[src/rtl/core/integer_to_radix_digits_macros.svh]
// Assertion helpers used by the conversion back end (i2r_back).
`ifndef INTEGER_TO_RADIX_DIGITS_MACROS_SVH
`define INTEGER_TO_RADIX_DIGITS_MACROS_SVH

// Condition that holds at every edge out of reset.
`define I2R_ASSERT(lbl, cond, msg) \
  lbl: assert property (@(posedge clk_i) disable iff (!rst_ni) (cond)) else $error(msg);

// Same-cycle implication.
`define I2R_ASSERT_IMP(lbl, ante, cons, msg) \
  lbl: assert property (@(posedge clk_i) disable iff (!rst_ni) (ante) |-> (cons)) \
    else $error(msg);

// Next-cycle implication.
`define I2R_ASSERT_NXT(lbl, ante, cons, msg) \
  lbl: assert property (@(posedge clk_i) disable iff (!rst_ni) (ante) |=> (cons)) \
    else $error(msg);

`endif

[src/rtl/core/i2r_pkg.sv]
package i2r_pkg;

  localparam int ValueWidth = 63;
  localparam int BaseWidth  = 5;
  localparam int DigitWidth = 4;
  localparam int CharWidth  = 7;
  localparam int MaxDigits  = 63;
  localparam int CntWidth   = 6;
  localparam int ByteWidth  = 8;
  localparam int NumBytes   = 8;
  localparam int WorkWidth  = ByteWidth * NumBytes;
  localparam int IdxWidth   = 3;

  localparam logic [BaseWidth-1:0] BaseReset = 5'd10;
  localparam logic [BaseWidth-1:0] BaseMin   = 5'd2;
  localparam logic [BaseWidth-1:0] BaseMax   = 5'd16;

  localparam logic [CharWidth-1:0] CharZero = 7'h30;
  localparam logic [CharWidth-1:0] CharA    = 7'h41;

  localparam int QueueDepthDefault = 2;

  typedef struct packed {
    logic [ValueWidth-1:0] value;
    logic [BaseWidth-1:0]  base;
  } job_t;

  typedef struct packed {
    logic full;
    logic empty;
  } qstat_t;

  function automatic logic [CharWidth-1:0] to_ascii(input logic [DigitWidth-1:0] d);
    logic [CharWidth-1:0] c;
    if (d < 4'd10) begin
      c = CharZero + {3'b000, d};
    end else begin
      c = CharA + {3'b000, d} - 7'd10;
    end
    return c;
  endfunction

endpackage

[src/rtl/core/i2r_front.sv]
module i2r_front (
  input  logic                           clk_i,
  input  logic                           rst_ni,
  input  logic                           cfg_we_i,
  input  logic [i2r_pkg::BaseWidth-1:0]  cfg_wdata_i,
  input  logic                           s_valid_i,
  output logic                           s_ready_o,
  input  logic [i2r_pkg::ValueWidth-1:0] s_value_i,
  input  i2r_pkg::qstat_t                qstat_i,
  output logic                           push_o,
  output i2r_pkg::job_t                  job_o
);

  logic [i2r_pkg::BaseWidth-1:0] base_q;
  logic [i2r_pkg::BaseWidth-1:0] base_eff;

  always_ff @(posedge clk_i or negedge rst_ni) begin
    if (!rst_ni) begin
      base_q <= i2r_pkg::BaseReset;
    end else if (cfg_we_i) begin
      base_q <= cfg_wdata_i;
    end
  end

  // out-of-range radix folds to the nearest supported one
  always_comb begin
    if (base_q < i2r_pkg::BaseMin) begin
      base_eff = i2r_pkg::BaseMin;
    end else if (base_q > i2r_pkg::BaseMax) begin
      base_eff = i2r_pkg::BaseMax;
    end else begin
      base_eff = base_q;
    end
  end

  assign s_ready_o   = !qstat_i.full;
  assign push_o      = s_valid_i && !qstat_i.full;
  assign job_o.value = s_value_i;
  assign job_o.base  = base_eff;

endmodule

[src/rtl/core/i2r_queue.sv]
module i2r_queue #(
  parameter int Depth = i2r_pkg::QueueDepthDefault
) (
  input  logic            clk_i,
  input  logic            rst_ni,
  input  logic            push_i,
  input  i2r_pkg::job_t   job_i,
  input  logic            pop_i,
  output i2r_pkg::job_t   job_o,
  output i2r_pkg::qstat_t qstat_o
);

  localparam int PtrWidth = (Depth > 1) ? $clog2(Depth) : 1;
  localparam int CntW     = $clog2(Depth + 1);
  localparam logic [PtrWidth-1:0] LastPtr = PtrWidth'(Depth - 1);
  localparam logic [CntW-1:0]     Full    = CntW'(Depth);

  i2r_pkg::job_t        mem_q [Depth];
  logic [PtrWidth-1:0]  wr_ptr_q, rd_ptr_q;
  logic [CntW-1:0]      cnt_q;
  logic                 do_push, do_pop;

  assign qstat_o.full  = (cnt_q == Full);
  assign qstat_o.empty = (cnt_q == '0);
  assign do_push       = push_i && !qstat_o.full;
  assign do_pop        = pop_i && !qstat_o.empty;
  assign job_o         = mem_q[rd_ptr_q];

  always_ff @(posedge clk_i or negedge rst_ni) begin
    if (!rst_ni) begin
      wr_ptr_q <= '0;
      rd_ptr_q <= '0;
      cnt_q    <= '0;
    end else begin
      if (do_push) begin
        wr_ptr_q <= (wr_ptr_q == LastPtr) ? '0 : wr_ptr_q + 1'b1;
      end
      if (do_pop) begin
        rd_ptr_q <= (rd_ptr_q == LastPtr) ? '0 : rd_ptr_q + 1'b1;
      end
      if (do_push && !do_pop) begin
        cnt_q <= cnt_q + 1'b1;
      end else if (do_pop && !do_push) begin
        cnt_q <= cnt_q - 1'b1;
      end
    end
  end

  always_ff @(posedge clk_i) begin
    if (do_push) begin
      mem_q[wr_ptr_q] <= job_i;
    end
  end

endmodule

[src/rtl/core/i2r_back.sv]
`include "integer_to_radix_digits_macros.svh"

module i2r_back (
  input  logic                          clk_i,
  input  logic                          rst_ni,
  input  i2r_pkg::job_t                 job_i,
  input  i2r_pkg::qstat_t               qstat_i,
  output logic                          pop_o,
  output logic                          m_valid_o,
  input  logic                          m_ready_i,
  output logic [i2r_pkg::CharWidth-1:0] m_char_o,
  output logic                          m_last_o
);

  localparam int BW = i2r_pkg::ByteWidth;
  localparam int NB = i2r_pkg::NumBytes;
  localparam int MD = i2r_pkg::MaxDigits;

  typedef enum logic [1:0] {
    StIdle,
    StDiv,
    StEmit
  } state_e;

  state_e                            state_q, state_d;
  logic [i2r_pkg::WorkWidth-1:0]     val_q, val_d;
  logic [i2r_pkg::BaseWidth-1:0]     base_q, base_d;
  logic [i2r_pkg::DigitWidth-1:0]    rem_q, rem_d;
  logic [i2r_pkg::IdxWidth-1:0]      idx_q, idx_d, top_q, top_d;
  logic [i2r_pkg::CntWidth-1:0]      cnt_q, cnt_d;
  logic [i2r_pkg::DigitWidth-1:0]    stack_q [MD];
  logic [i2r_pkg::DigitWidth-1:0]    stack_d [MD];
  logic                              out_valid_q, out_valid_d;
  logic [i2r_pkg::CharWidth-1:0]     out_char_q, out_char_d;
  logic                              out_last_q, out_last_d;

  logic [BW-1:0]                     cur_byte, quo_byte;
  logic [i2r_pkg::DigitWidth-1:0]    rem_out;
  logic [i2r_pkg::WorkWidth-1:0]     new_val, load_val;
  logic [i2r_pkg::IdxWidth-1:0]      load_top, top_next;
  logic                              out_free;

  assign cur_byte = val_q[{idx_q, 3'b000} +: BW];

  // one byte of long division per cycle; remainder stays below the base
  always_comb begin
    logic [i2r_pkg::BaseWidth-1:0] t;
    t = {1'b0, rem_q};
    quo_byte = '0;
    for (int i = BW - 1; i >= 0; i--) begin
      t = {t[i2r_pkg::DigitWidth-1:0], cur_byte[i]};
      if (t >= base_q) begin
        t = t - base_q;
        quo_byte[i] = 1'b1;
      end
    end
    rem_out = t[i2r_pkg::DigitWidth-1:0];
  end

  always_comb begin
    new_val = val_q;
    new_val[{idx_q, 3'b000} +: BW] = quo_byte;
  end

  // quotient shrinks by at most four bits per digit (base at most 16), so at most one byte drops
  assign top_next = ((new_val[{top_q, 3'b000} +: BW] == '0) && (top_q != '0)) ?
                    top_q - 1'b1 : top_q;

  always_comb begin
    load_val = {1'b0, job_i.value};
    load_top = '0;
    for (int j = 0; j < NB; j++) begin
      if (load_val[j*BW +: BW] != '0) begin
        load_top = i2r_pkg::IdxWidth'(j);
      end
    end
  end

  assign out_free = !out_valid_q || m_ready_i;
  assign pop_o    = (state_q == StIdle) && !qstat_i.empty;

  always_comb begin
    state_d     = state_q;
    val_d       = val_q;
    base_d      = base_q;
    rem_d       = rem_q;
    idx_d       = idx_q;
    top_d       = top_q;
    cnt_d       = cnt_q;
    stack_d     = stack_q;
    out_valid_d = out_valid_q && !m_ready_i;
    out_char_d  = out_char_q;
    out_last_d  = out_last_q;

    unique case (state_q)
      StIdle: begin
        if (!qstat_i.empty) begin
          val_d   = load_val;
          base_d  = job_i.base;
          rem_d   = '0;
          top_d   = load_top;
          idx_d   = load_top;
          cnt_d   = '0;
          state_d = StDiv;
        end
      end
      StDiv: begin
        val_d = new_val;
        if (idx_q != '0) begin
          rem_d = rem_out;
          idx_d = idx_q - 1'b1;
        end else begin
          // digits come out LSB first; push so the MSB ends on top
          stack_d[0] = rem_out;
          for (int k = 1; k < MD; k++) begin
            stack_d[k] = stack_q[k-1];
          end
          cnt_d = cnt_q + 1'b1;
          rem_d = '0;
          top_d = top_next;
          idx_d = top_next;
          if (new_val == '0) begin
            state_d = StEmit;
          end
        end
      end
      StEmit: begin
        if (out_free) begin
          out_valid_d = 1'b1;
          out_char_d  = i2r_pkg::to_ascii(stack_q[0]);
          out_last_d  = (cnt_q == i2r_pkg::CntWidth'(1));
          for (int k = 0; k < MD - 1; k++) begin
            stack_d[k] = stack_q[k+1];
          end
          stack_d[MD-1] = '0;
          cnt_d = cnt_q - 1'b1;
          if (cnt_q == i2r_pkg::CntWidth'(1)) begin
            state_d = StIdle;
          end
        end
      end
      default: begin
        state_d = StIdle;
      end
    endcase
  end

  always_ff @(posedge clk_i or negedge rst_ni) begin
    if (!rst_ni) begin
      state_q     <= StIdle;
      val_q       <= '0;
      base_q      <= i2r_pkg::BaseReset;
      rem_q       <= '0;
      idx_q       <= '0;
      top_q       <= '0;
      cnt_q       <= '0;
      stack_q     <= '{default: '0};
      out_valid_q <= 1'b0;
      out_char_q  <= '0;
      out_last_q  <= 1'b0;
    end else begin
      state_q     <= state_d;
      val_q       <= val_d;
      base_q      <= base_d;
      rem_q       <= rem_d;
      idx_q       <= idx_d;
      top_q       <= top_d;
      cnt_q       <= cnt_d;
      stack_q     <= stack_d;
      out_valid_q <= out_valid_d;
      out_char_q  <= out_char_d;
      out_last_q  <= out_last_d;
    end
  end

  assign m_valid_o = out_valid_q;
  assign m_char_o  = out_char_q;
  assign m_last_o  = out_last_q;

  `I2R_ASSERT_IMP(a_rem_below_base, state_q == StDiv, i2r_pkg::BaseWidth'(rem_q) < base_q,
                  "remainder >= base")
  `I2R_ASSERT_IMP(a_base_range, state_q != StIdle,
                  base_q >= i2r_pkg::BaseMin && base_q <= i2r_pkg::BaseMax, "base out of range")
  `I2R_ASSERT(a_cnt_bound, cnt_q <= i2r_pkg::CntWidth'(MD), "digit stack overflow")
  `I2R_ASSERT_NXT(a_last_on_final, state_q == StEmit && out_free && cnt_q == i2r_pkg::CntWidth'(1),
                  out_valid_q && out_last_q && state_q == StIdle, "final digit not flagged")
  `I2R_ASSERT_IMP(a_no_empty_emit, state_q == StEmit, cnt_q != '0, "emit with empty stack")

endmodule

[src/rtl/core/integer_to_radix_digits.sv]
// Converts each 63-bit unsigned word on the input stream into its digits in the
// radix held in the base register (2..16; 0 and 1 act as 2, 17..31 as 16), sent
// most significant first as upper-case ASCII, one digit per output word, with
// tlast on the final digit. Zero yields a single '0'. A small queue takes new
// words while the converter is busy; the base is sampled when a word is taken.
// Per number: a load step, then for each digit a pass of the byte-wide division
// unit over each active byte of the remaining quotient (1..8 bytes), then the
// digits are sent out. Digits drain at one per cycle while the sink is ready.
// Write cfg only while no conversion is in flight.
module integer_to_radix_digits #(
  parameter int QueueDepth = i2r_pkg::QueueDepthDefault
) (
  input  logic                          clk_i,
  input  logic                          rst_ni,
  input  logic                          cfg_we_i,
  input  logic [i2r_pkg::BaseWidth-1:0] cfg_wdata_i,    // base
  input  logic                          s_axis_tvalid_i,
  output logic                          s_axis_tready_o,
  input  logic [63:0]                   s_axis_tdata_i, // [62:0] value, [63] zero
  output logic                          m_axis_tvalid_o,
  input  logic                          m_axis_tready_i,
  output logic [7:0]                    m_axis_tdata_o, // [6:0] digit_char, [7] zero
  output logic                          m_axis_tlast_o  // last
);

  i2r_pkg::job_t                 push_job, head_job;
  i2r_pkg::qstat_t               qstat;
  logic                          push, pop;
  logic [i2r_pkg::CharWidth-1:0] out_char;

  i2r_front u_front (
    .clk_i       (clk_i),
    .rst_ni      (rst_ni),
    .cfg_we_i    (cfg_we_i),
    .cfg_wdata_i (cfg_wdata_i),
    .s_valid_i   (s_axis_tvalid_i),
    .s_ready_o   (s_axis_tready_o),
    .s_value_i   (s_axis_tdata_i[i2r_pkg::ValueWidth-1:0]),
    .qstat_i     (qstat),
    .push_o      (push),
    .job_o       (push_job)
  );

  i2r_queue #(
    .Depth (QueueDepth)
  ) u_queue (
    .clk_i   (clk_i),
    .rst_ni  (rst_ni),
    .push_i  (push),
    .job_i   (push_job),
    .pop_i   (pop),
    .job_o   (head_job),
    .qstat_o (qstat)
  );

  i2r_back u_back (
    .clk_i     (clk_i),
    .rst_ni    (rst_ni),
    .job_i     (head_job),
    .qstat_i   (qstat),
    .pop_o     (pop),
    .m_valid_o (m_axis_tvalid_o),
    .m_ready_i (m_axis_tready_i),
    .m_char_o  (out_char),
    .m_last_o  (m_axis_tlast_o)
  );

  assign m_axis_tdata_o = {1'b0, out_char};

endmodule

[config.mk]
export PLATFORM = sky130hd
export DESIGN_NAME = integer_to_radix_digits
export DESIGN_NICKNAME = d
export VERILOG_FILES = /design/src/rtl/core/i2r_pkg.sv /design/src/rtl/core/i2r_front.sv /design/src/rtl/core/i2r_queue.sv /design/src/rtl/core/i2r_back.sv /design/src/rtl/core/integer_to_radix_digits.sv
export VERILOG_INCLUDE_DIRS = /design/src /design/src/rtl/core
export SDC_FILE = /design/constraint.sdc
export NUM_CORES = 1
export LEC_CHECK = 0
export ABC_AREA = 0
export BUFFER_PORTS_ARGS = -buffer_cell sky130_fd_sc_hd__buf_2
export CAP_MARGIN = 5
export CORE_UTILIZATION = 60
export CTS_CLUSTER_DIAMETER = 200
export CTS_CLUSTER_SIZE = 16
export DETAILED_ROUTE_END_ITERATION = 8
export PLACE_DENSITY = 0.84
export SYNTH_ARGS = -nofsm -noshare
export SYNTH_HDL_FRONTEND = slang
export SYNTH_HIERARCHICAL = 1
export SYNTH_SLANG_ARGS = --single-unit
[constraint.sdc]
create_clock -name clk_i -period 16.9 [get_ports clk_i]
set_input_delay 3.38 -clock clk_i [delete_from_list [all_inputs] [get_ports clk_i]]
set_output_delay 3.38 -clock clk_i [all_outputs]
set_load 0.02 [all_outputs]
==> Word-level counts from Yosys, hierarchy flattened <==
Memories as Yosys holds them, arrays and structs flattened.
Cells that the tools add are included.
{ "classes": {"n_addsub": 20, "n_lt_le_gt_ge": 11, "eq_ne": 9, "shifts": 4, "mux": 59, "bitwise_logic": 1, "n_reduce_logical": 39} }
{ "ops": {"columns": ["operator", "count"], "rows": [
  ["two-way mux 252 bit", 2],
  ["one-hot mux 252 bit (2 select lines)", 1],
  ["one-hot mux 64 bit (2 select lines)", 1],
  ["variable part select 64 x 7 -> 8 bit", 2],
  ["bitwise mux 64 bit", 1],
  ["zero test 64 bit", 1],
  ["two-way mux 64 bit", 1],
  ["variable shift 8 x 8 -> 64 bit, first input constant", 1],
  ["variable part select 8 x 8 -> 64 bit", 1],
  ["nonzero test 8 bit", 6],
  [">= comparator 5 bit", 8],
  ["two-way mux 4 bit", 10],
  ["subtractor 4 bit", 8],
  ["two-way mux 3 bit", 8],
  ["two-way mux 2 bit", 9],
  ["two-way mux 6 bit", 3],
  ["one-hot mux 6 bit (3 select lines)", 1],
  ["two-way mux 1 bit", 15],
  ["one-hot mux 3 bit (2 select lines)", 2],
  ["two-way mux 5 bit", 2],
  ["nonzero test 3 bit", 3],
  ["logical AND 1 bit", 8],
  ["zero test 8 bit", 1],
  ["negator 6 -> 8 bit", 1],
  ["other kinds (30)", 47]
]} }
{ "totals": {"reg_bits": 357, "ramBits": 136, "inputBits": 74, "out_inout_bits": 11, "elab_cells": 221, "memories": 1} }
{ "mem_list": {"columns": ["memory", "depth", "word_bits", "read_ports", "rd_clocked_by_memory_dff", "wr", "line_no", "rtl"], "rows": [
  ["u_queue.mem_q", 2, 68, 1, 0, 1, "i2r_queue.sv:18", "i2r_pkg::job_t mem_q [Depth];"]
]} }

==> Longest topological paths before layout <==
{ "logic_depth": {"depth_word": 25, "ltp_mapped": 56, "ltp_nobuf": 51} }

==> Hierarchy <==
The synthesis kept the hierarchy.
{ "modules_own_cells": {"columns": ["mod", "instances", "cells_each", "area_each_um2", "seq_area_each_um2"], "rows": [
  ["i2r_back", 1, 1966, 19012.0, 8710.9],
  ["i2r_queue", 1, 231, 5146.2, 4184.0],
  ["i2r_front", 1, 82, 709.4, 127.6],
  ["integer_to_radix_digits", 1, 2, 11.3, 0.0]
]} }

==> Least setup slack after synthesis <==
No wires, ideal clock.
{ "synth_timing": {"path_kind": "reg2reg", "start": "register u_back/idx_q[0] (netlist bit)", "end": "register u_back.state_q[0]", "t_arrival_ps": 13150, "path_slack_ps": 3625, "path_stages_with_launch": 54, "period_less_slack_ps": 13275, "path_cell_list": "dfrtp_1 buf_2 buf_4 mux4_2 mux2i_1 ha_1 nand2b_1 a31oi_1 o21ai_1 clkbuf_1 clkbuf_1 mux2_2 ha_1 nand4_1 o221ai_2 clkbuf_1 mux2_2 ha_1 [18 not listed] o221ai_2 clkbuf_1 mux2_2 ha_1 nand4_1 o221ai_2 clkbuf_1 mux2_2 ha_1 nand4_1 o221ai_1 clkbuf_1 nor3_1 o211ai_1 or4_1 nor3_2 o21ai_2 mux2_4"} }
{ "synth_between": {"elab_chain_cells": 22} }
{ "synth_rtl": {"columns": ["element", "line_no", "rtl"], "rows": [
  ["start, declared", "i2r_back.sv:29", "logic [i2r_pkg::IdxWidth-1:0] idx_q, idx_d, top_q, top_d;"],
  ["start signal, assigned", "i2r_back.sv:166", "idx_q <= idx_d;"],
  ["variable part select 64 x 7 -> 8 bit", "i2r_back.sv:43", "assign cur_byte = val_q[{idx_q, 3'b000} +: BW];"],
  ["subtractor 4 bit or >= comparator 5 bit (tied branches)", "i2r_back.sv:53, i2r_back.sv:52", null],
  ["two-way mux 4 bit", "i2r_back.sv:52", "if (t >= base_q) begin"],
  ["subtractor 4 bit or >= comparator 5 bit (tied branches)", "i2r_back.sv:53, i2r_back.sv:52", null],
  ["two-way mux 4 bit", "i2r_back.sv:52", null],
  ["subtractor 4 bit or >= comparator 5 bit (tied branches)", "i2r_back.sv:53, i2r_back.sv:52", null],
  ["two-way mux 4 bit", "i2r_back.sv:52", null],
  ["subtractor 4 bit or >= comparator 5 bit (tied branches)", "i2r_back.sv:53, i2r_back.sv:52", null],
  ["[6 not listed]", null, null],
  ["two-way mux 4 bit", "i2r_back.sv:52", null],
  [">= comparator 5 bit", "i2r_back.sv:52", null],
  ["two-way mux 1 bit", "i2r_back.sv:52", null],
  ["variable part select 8 x 8 -> 64 bit", "i2r_back.sv:62", "new_val[{idx_q, 3'b000} +: BW] = quo_byte;"],
  ["bitwise mux 64 bit", "i2r_back.sv:62", null],
  ["zero test 64 bit", "i2r_back.sv:122", "if (new_val == '0) begin"],
  ["!= test 2 x 1 -> 1 bit (no line)", null, null],
  ["AND reduction 5 bit (no line) *", null, null],
  ["end signal, assigned", "i2r_back.sv:150", "state_q <= StIdle;"],
  ["end signal, assigned", "i2r_back.sv:162", "state_q <= state_d;"],
  ["end, declared", "i2r_back.sv:25", "state_e state_q, state_d;"]
]} }
Mark *: on every way between the ends. The rest lies on a longest branch, timed or not.
A chain may end at the register's enable or synchronous reset.

==> Worst setup path in the final report <==
Ends and elaborated chain as after synthesis.

==> metrics <==
status=finished, final reports clean; clk slew on worst S/H paths=0.08 ns; synthesized area=24900 um^2; gr usage total=23.9%; total via count in the routed design=17100; RePlAce Congestion=0.906; worst hold slack=0.480 ns; core box area=40800 um^2; H-tree levels=2; largest net degree at the start of global routing=367; port bufs=82; CTS root buffer=clkbuf_16; number of cell rows=74; critical path type=register to register; vias in the first global route=16400; Async SR Flop Fraction=72.4%; main flop type after synthesis=dfrtp_1; RR Endpoint=u_back/state_q[0]$_DFFE_PN0P_; Synth area leaders=dfrtp_1, edfxtp_1, mux2i_1, o21ai_0, nand2_1; synthesis-to-layout area growth=4.86%; Die H=206 um; post-CTS setup buffers=0; # clock sinks=493; max cap viols=0; DR WL/cell=18.2 um; Worst-Skew Late Latency=0.57 ns; Worst Path Max Fanout=20; fin util=63.9%; 1st-pass router iterations=7; Final setup viols=0; cell taking the most area after synthesis=dfrtp_1; number of flops mapped to enable cells by yosys=136; post-synthesis sequential area ratio=52.3%; Max-slew headroom=11.5%; CP required=between 15 and 20 ns; synthesis-stage register bit count=493; Yosys cell types=between 70 and 80; Slew Limit Fails=0; flop2flop setup slack=~0.9 ns; Gate Count Post-Synth=2281; Max Freq=62.5 MHz; fin nets=2341; worst-margin pin slew=1.32 ns; first-pass GRT wire length=just over 80 mm; layout cells sized above 1=11.9%; Critical Path Max Stage Delay=slightly above 1 ns; HPWL after DPL=32.2 mm; Critical Path AT=between 15 and 20 ns; initial antenna violation count=0; remaining global-route overflow=0; clock tree buffer depth=3; Hold WC Path Type=register to register; CTS Hold Buffers Added=0; Max stage delay cell, worst path=o221ai_2; CTS resizes=0; Ports=85; Final min period=approximately 16 ns; Diodes inserted=0; ANT nets after route=0; initial core utilization=between 60 and 70%; worst reg2reg startpoint=u_back/idx_q[0]$_DFFE_PN0P_; Chip Width=~210 um; Cells after DPL=2700; final period utilization=94.7%; Crit. Startpoint=u_back/idx_q[0]$_DFFE_PN0P_; post-DR vias/cell=between 6 and 7; skew final=approximately 0.027 ns; RSZ-0062 raised after global routing=false; synth cell count leaders=dfrtp_1, nand2_1, o21ai_0, mux2i_1, edfxtp_1; syn_area_per_cell=10.9 um^2; CTS tree=built; count leader, synth=dfrtp_1; top cell type's share of synthesized area=35.5%; Iter 0 DRT Violations=1852; routed wire length=50.1 mm; final cell count without fillers=2757; final hold viol count=0; Setup crit start kind=register; critical path capture point=u_back/state_q[0]$_DFFE_PN0P_; Syn. warnings=6; Fin Setup TNS=0 ns; syn_nets=~2400; CTS Buf Count=36; drc violations=0; full die area=42300 um^2; worst r2r path cells=between 40 and 50; CP Capture Type=register; Most common cell on crit path=ha_1
kinds of logic after synthesis:
logic type	after synthesis	share of synthesized area (%)
flops	493	52.3
fa+ha+maj	61	3.31
buf+inv	259	5.02
xor+xnor	24	0.845
other cells	1	0.0151
simple gates	483	8.64
compound gates	591	13.6
mux	369	16.2
worst min path at each step:
stage	start	endpoint	slack [ns]	cells after the start
2_1_floorplan	u_back/stack_q[0]$_DFFE_PN0P_	u_back/stack_q[0]$_DFFE_PN0P_	0.44	2
3_3_place_gp	u_back/stack_q[2]$_DFFE_PN0P_	u_back/stack_q[2]$_DFFE_PN0P_	0.45	2
3_5_place_dp	u_front/base_q[0]$_DFFE_PN0P_	u_front/base_q[0]$_DFFE_PN0P_	0.47	1
4_1_cts	u_front/base_q[0]$_DFFE_PN0P_	u_front/base_q[0]$_DFFE_PN0P_	0.49	1
5_1_grt	u_front/base_q[0]$_DFFE_PN0P_	u_front/base_q[0]$_DFFE_PN0P_	0.51	1
6_report	u_back/stack_q[0]$_DFFE_PN0P_	u_back/stack_q[0]$_DFFE_PN0P_	0.48	2
worst max-delay path, delay by kind of cell (launching register included):
| kind | cells | cell delay, ns |
|---|---|---|
| AOI/OAI and AO/OA | 15 | 5.96 |
| adders and majority gates | 8 | 2.46 |
| buffers and inverters | 4 | 0.72 |
| DFF | 1 | 0.75 |
| muxes | 8 | 3.15 |
| and+or+nand+nor | 13 | 2.80 |
layout make-up:
class | instances | area [um^2]
fillers | 3008 | 14700
flip-flops and latches | 493 | 13000
multi-input cells | 1529 | 10600
clock buffers | 54 | 990
well taps | 532 | 666
repair buffers | 98 | 566
inverters | 48 | 180
clock inverters | 3 | 22.5
per-layer routing:
| metal | track usage [%] | part of all wire (%) |
|---|---|---|
| met2 | 38.3 | 48 |
| met3 | 3.90 | 6.5 |
| met4 | 8.86 | 3.0 |
| met5 | 0 | 0 |
| met1 | 32.8 | 43 |
sequential cells by signal, summed over array words and instances, names as in the netlist:
register,flops
u_back/val_q,64
u_back/state_q,2
u_queue/wr_ptr_q,1
u_back/m_char_o,7
u_back/idx_q,3
u_back/rem_q,4
u_back/cnt_q,6
u_back/top_q,3
u_back/m_valid_o,1
u_back/stack_q,252
u_queue/cnt_q,2
u_back/m_last_o,1
u_queue/mem_q,136
u_front/base_q,5
u_queue/rd_ptr_q,1
u_back/base_q,5
placed cells by master (no fill, tap or decap), drive strengths merged, types with 6 or more instances in the layout:
| cell type | n |
|---|---|
| xor2 | 10 |
| a21oi | 106 |
| o22ai | 124 |
| nor2 | 45 |
| nand2b | 13 |
| buf | 98 |
| a211oi | 6 |
| nand2 | 316 |
| nor2b | 12 |
| mux2i | 267 |
| nand3 | 13 |
| inv | 50 |
| xnor2 | 14 |
| nand4 | 8 |
| o211ai | 6 |
| dfrtp | 353 |
| or4 | 10 |
| edfxtp | 136 |
| clkbuf | 54 |
| a21o | 14 |
| a22o | 7 |
| o21ai | 292 |
| ha | 53 |
| fa | 8 |
| o221ai | 6 |
| nor3 | 20 |
| mux4 | 16 |
| nor4 | 23 |
| mux2 | 86 |
per-stage QoR:
step	cell area, um^2	worst slack (ns)
2_1_floorplan	24900	3.63
3_3_place_gp	25100	1.68
3_5_place_dp	25100	1.48
4_1_cts	26100	1.45
5_1_grt	26100	0.429
6_report	26100	0.893
Power is left out: the tool's default activity adds up to more than one toggle a clock period on the data nets, which glitch-free logic cannot reach.
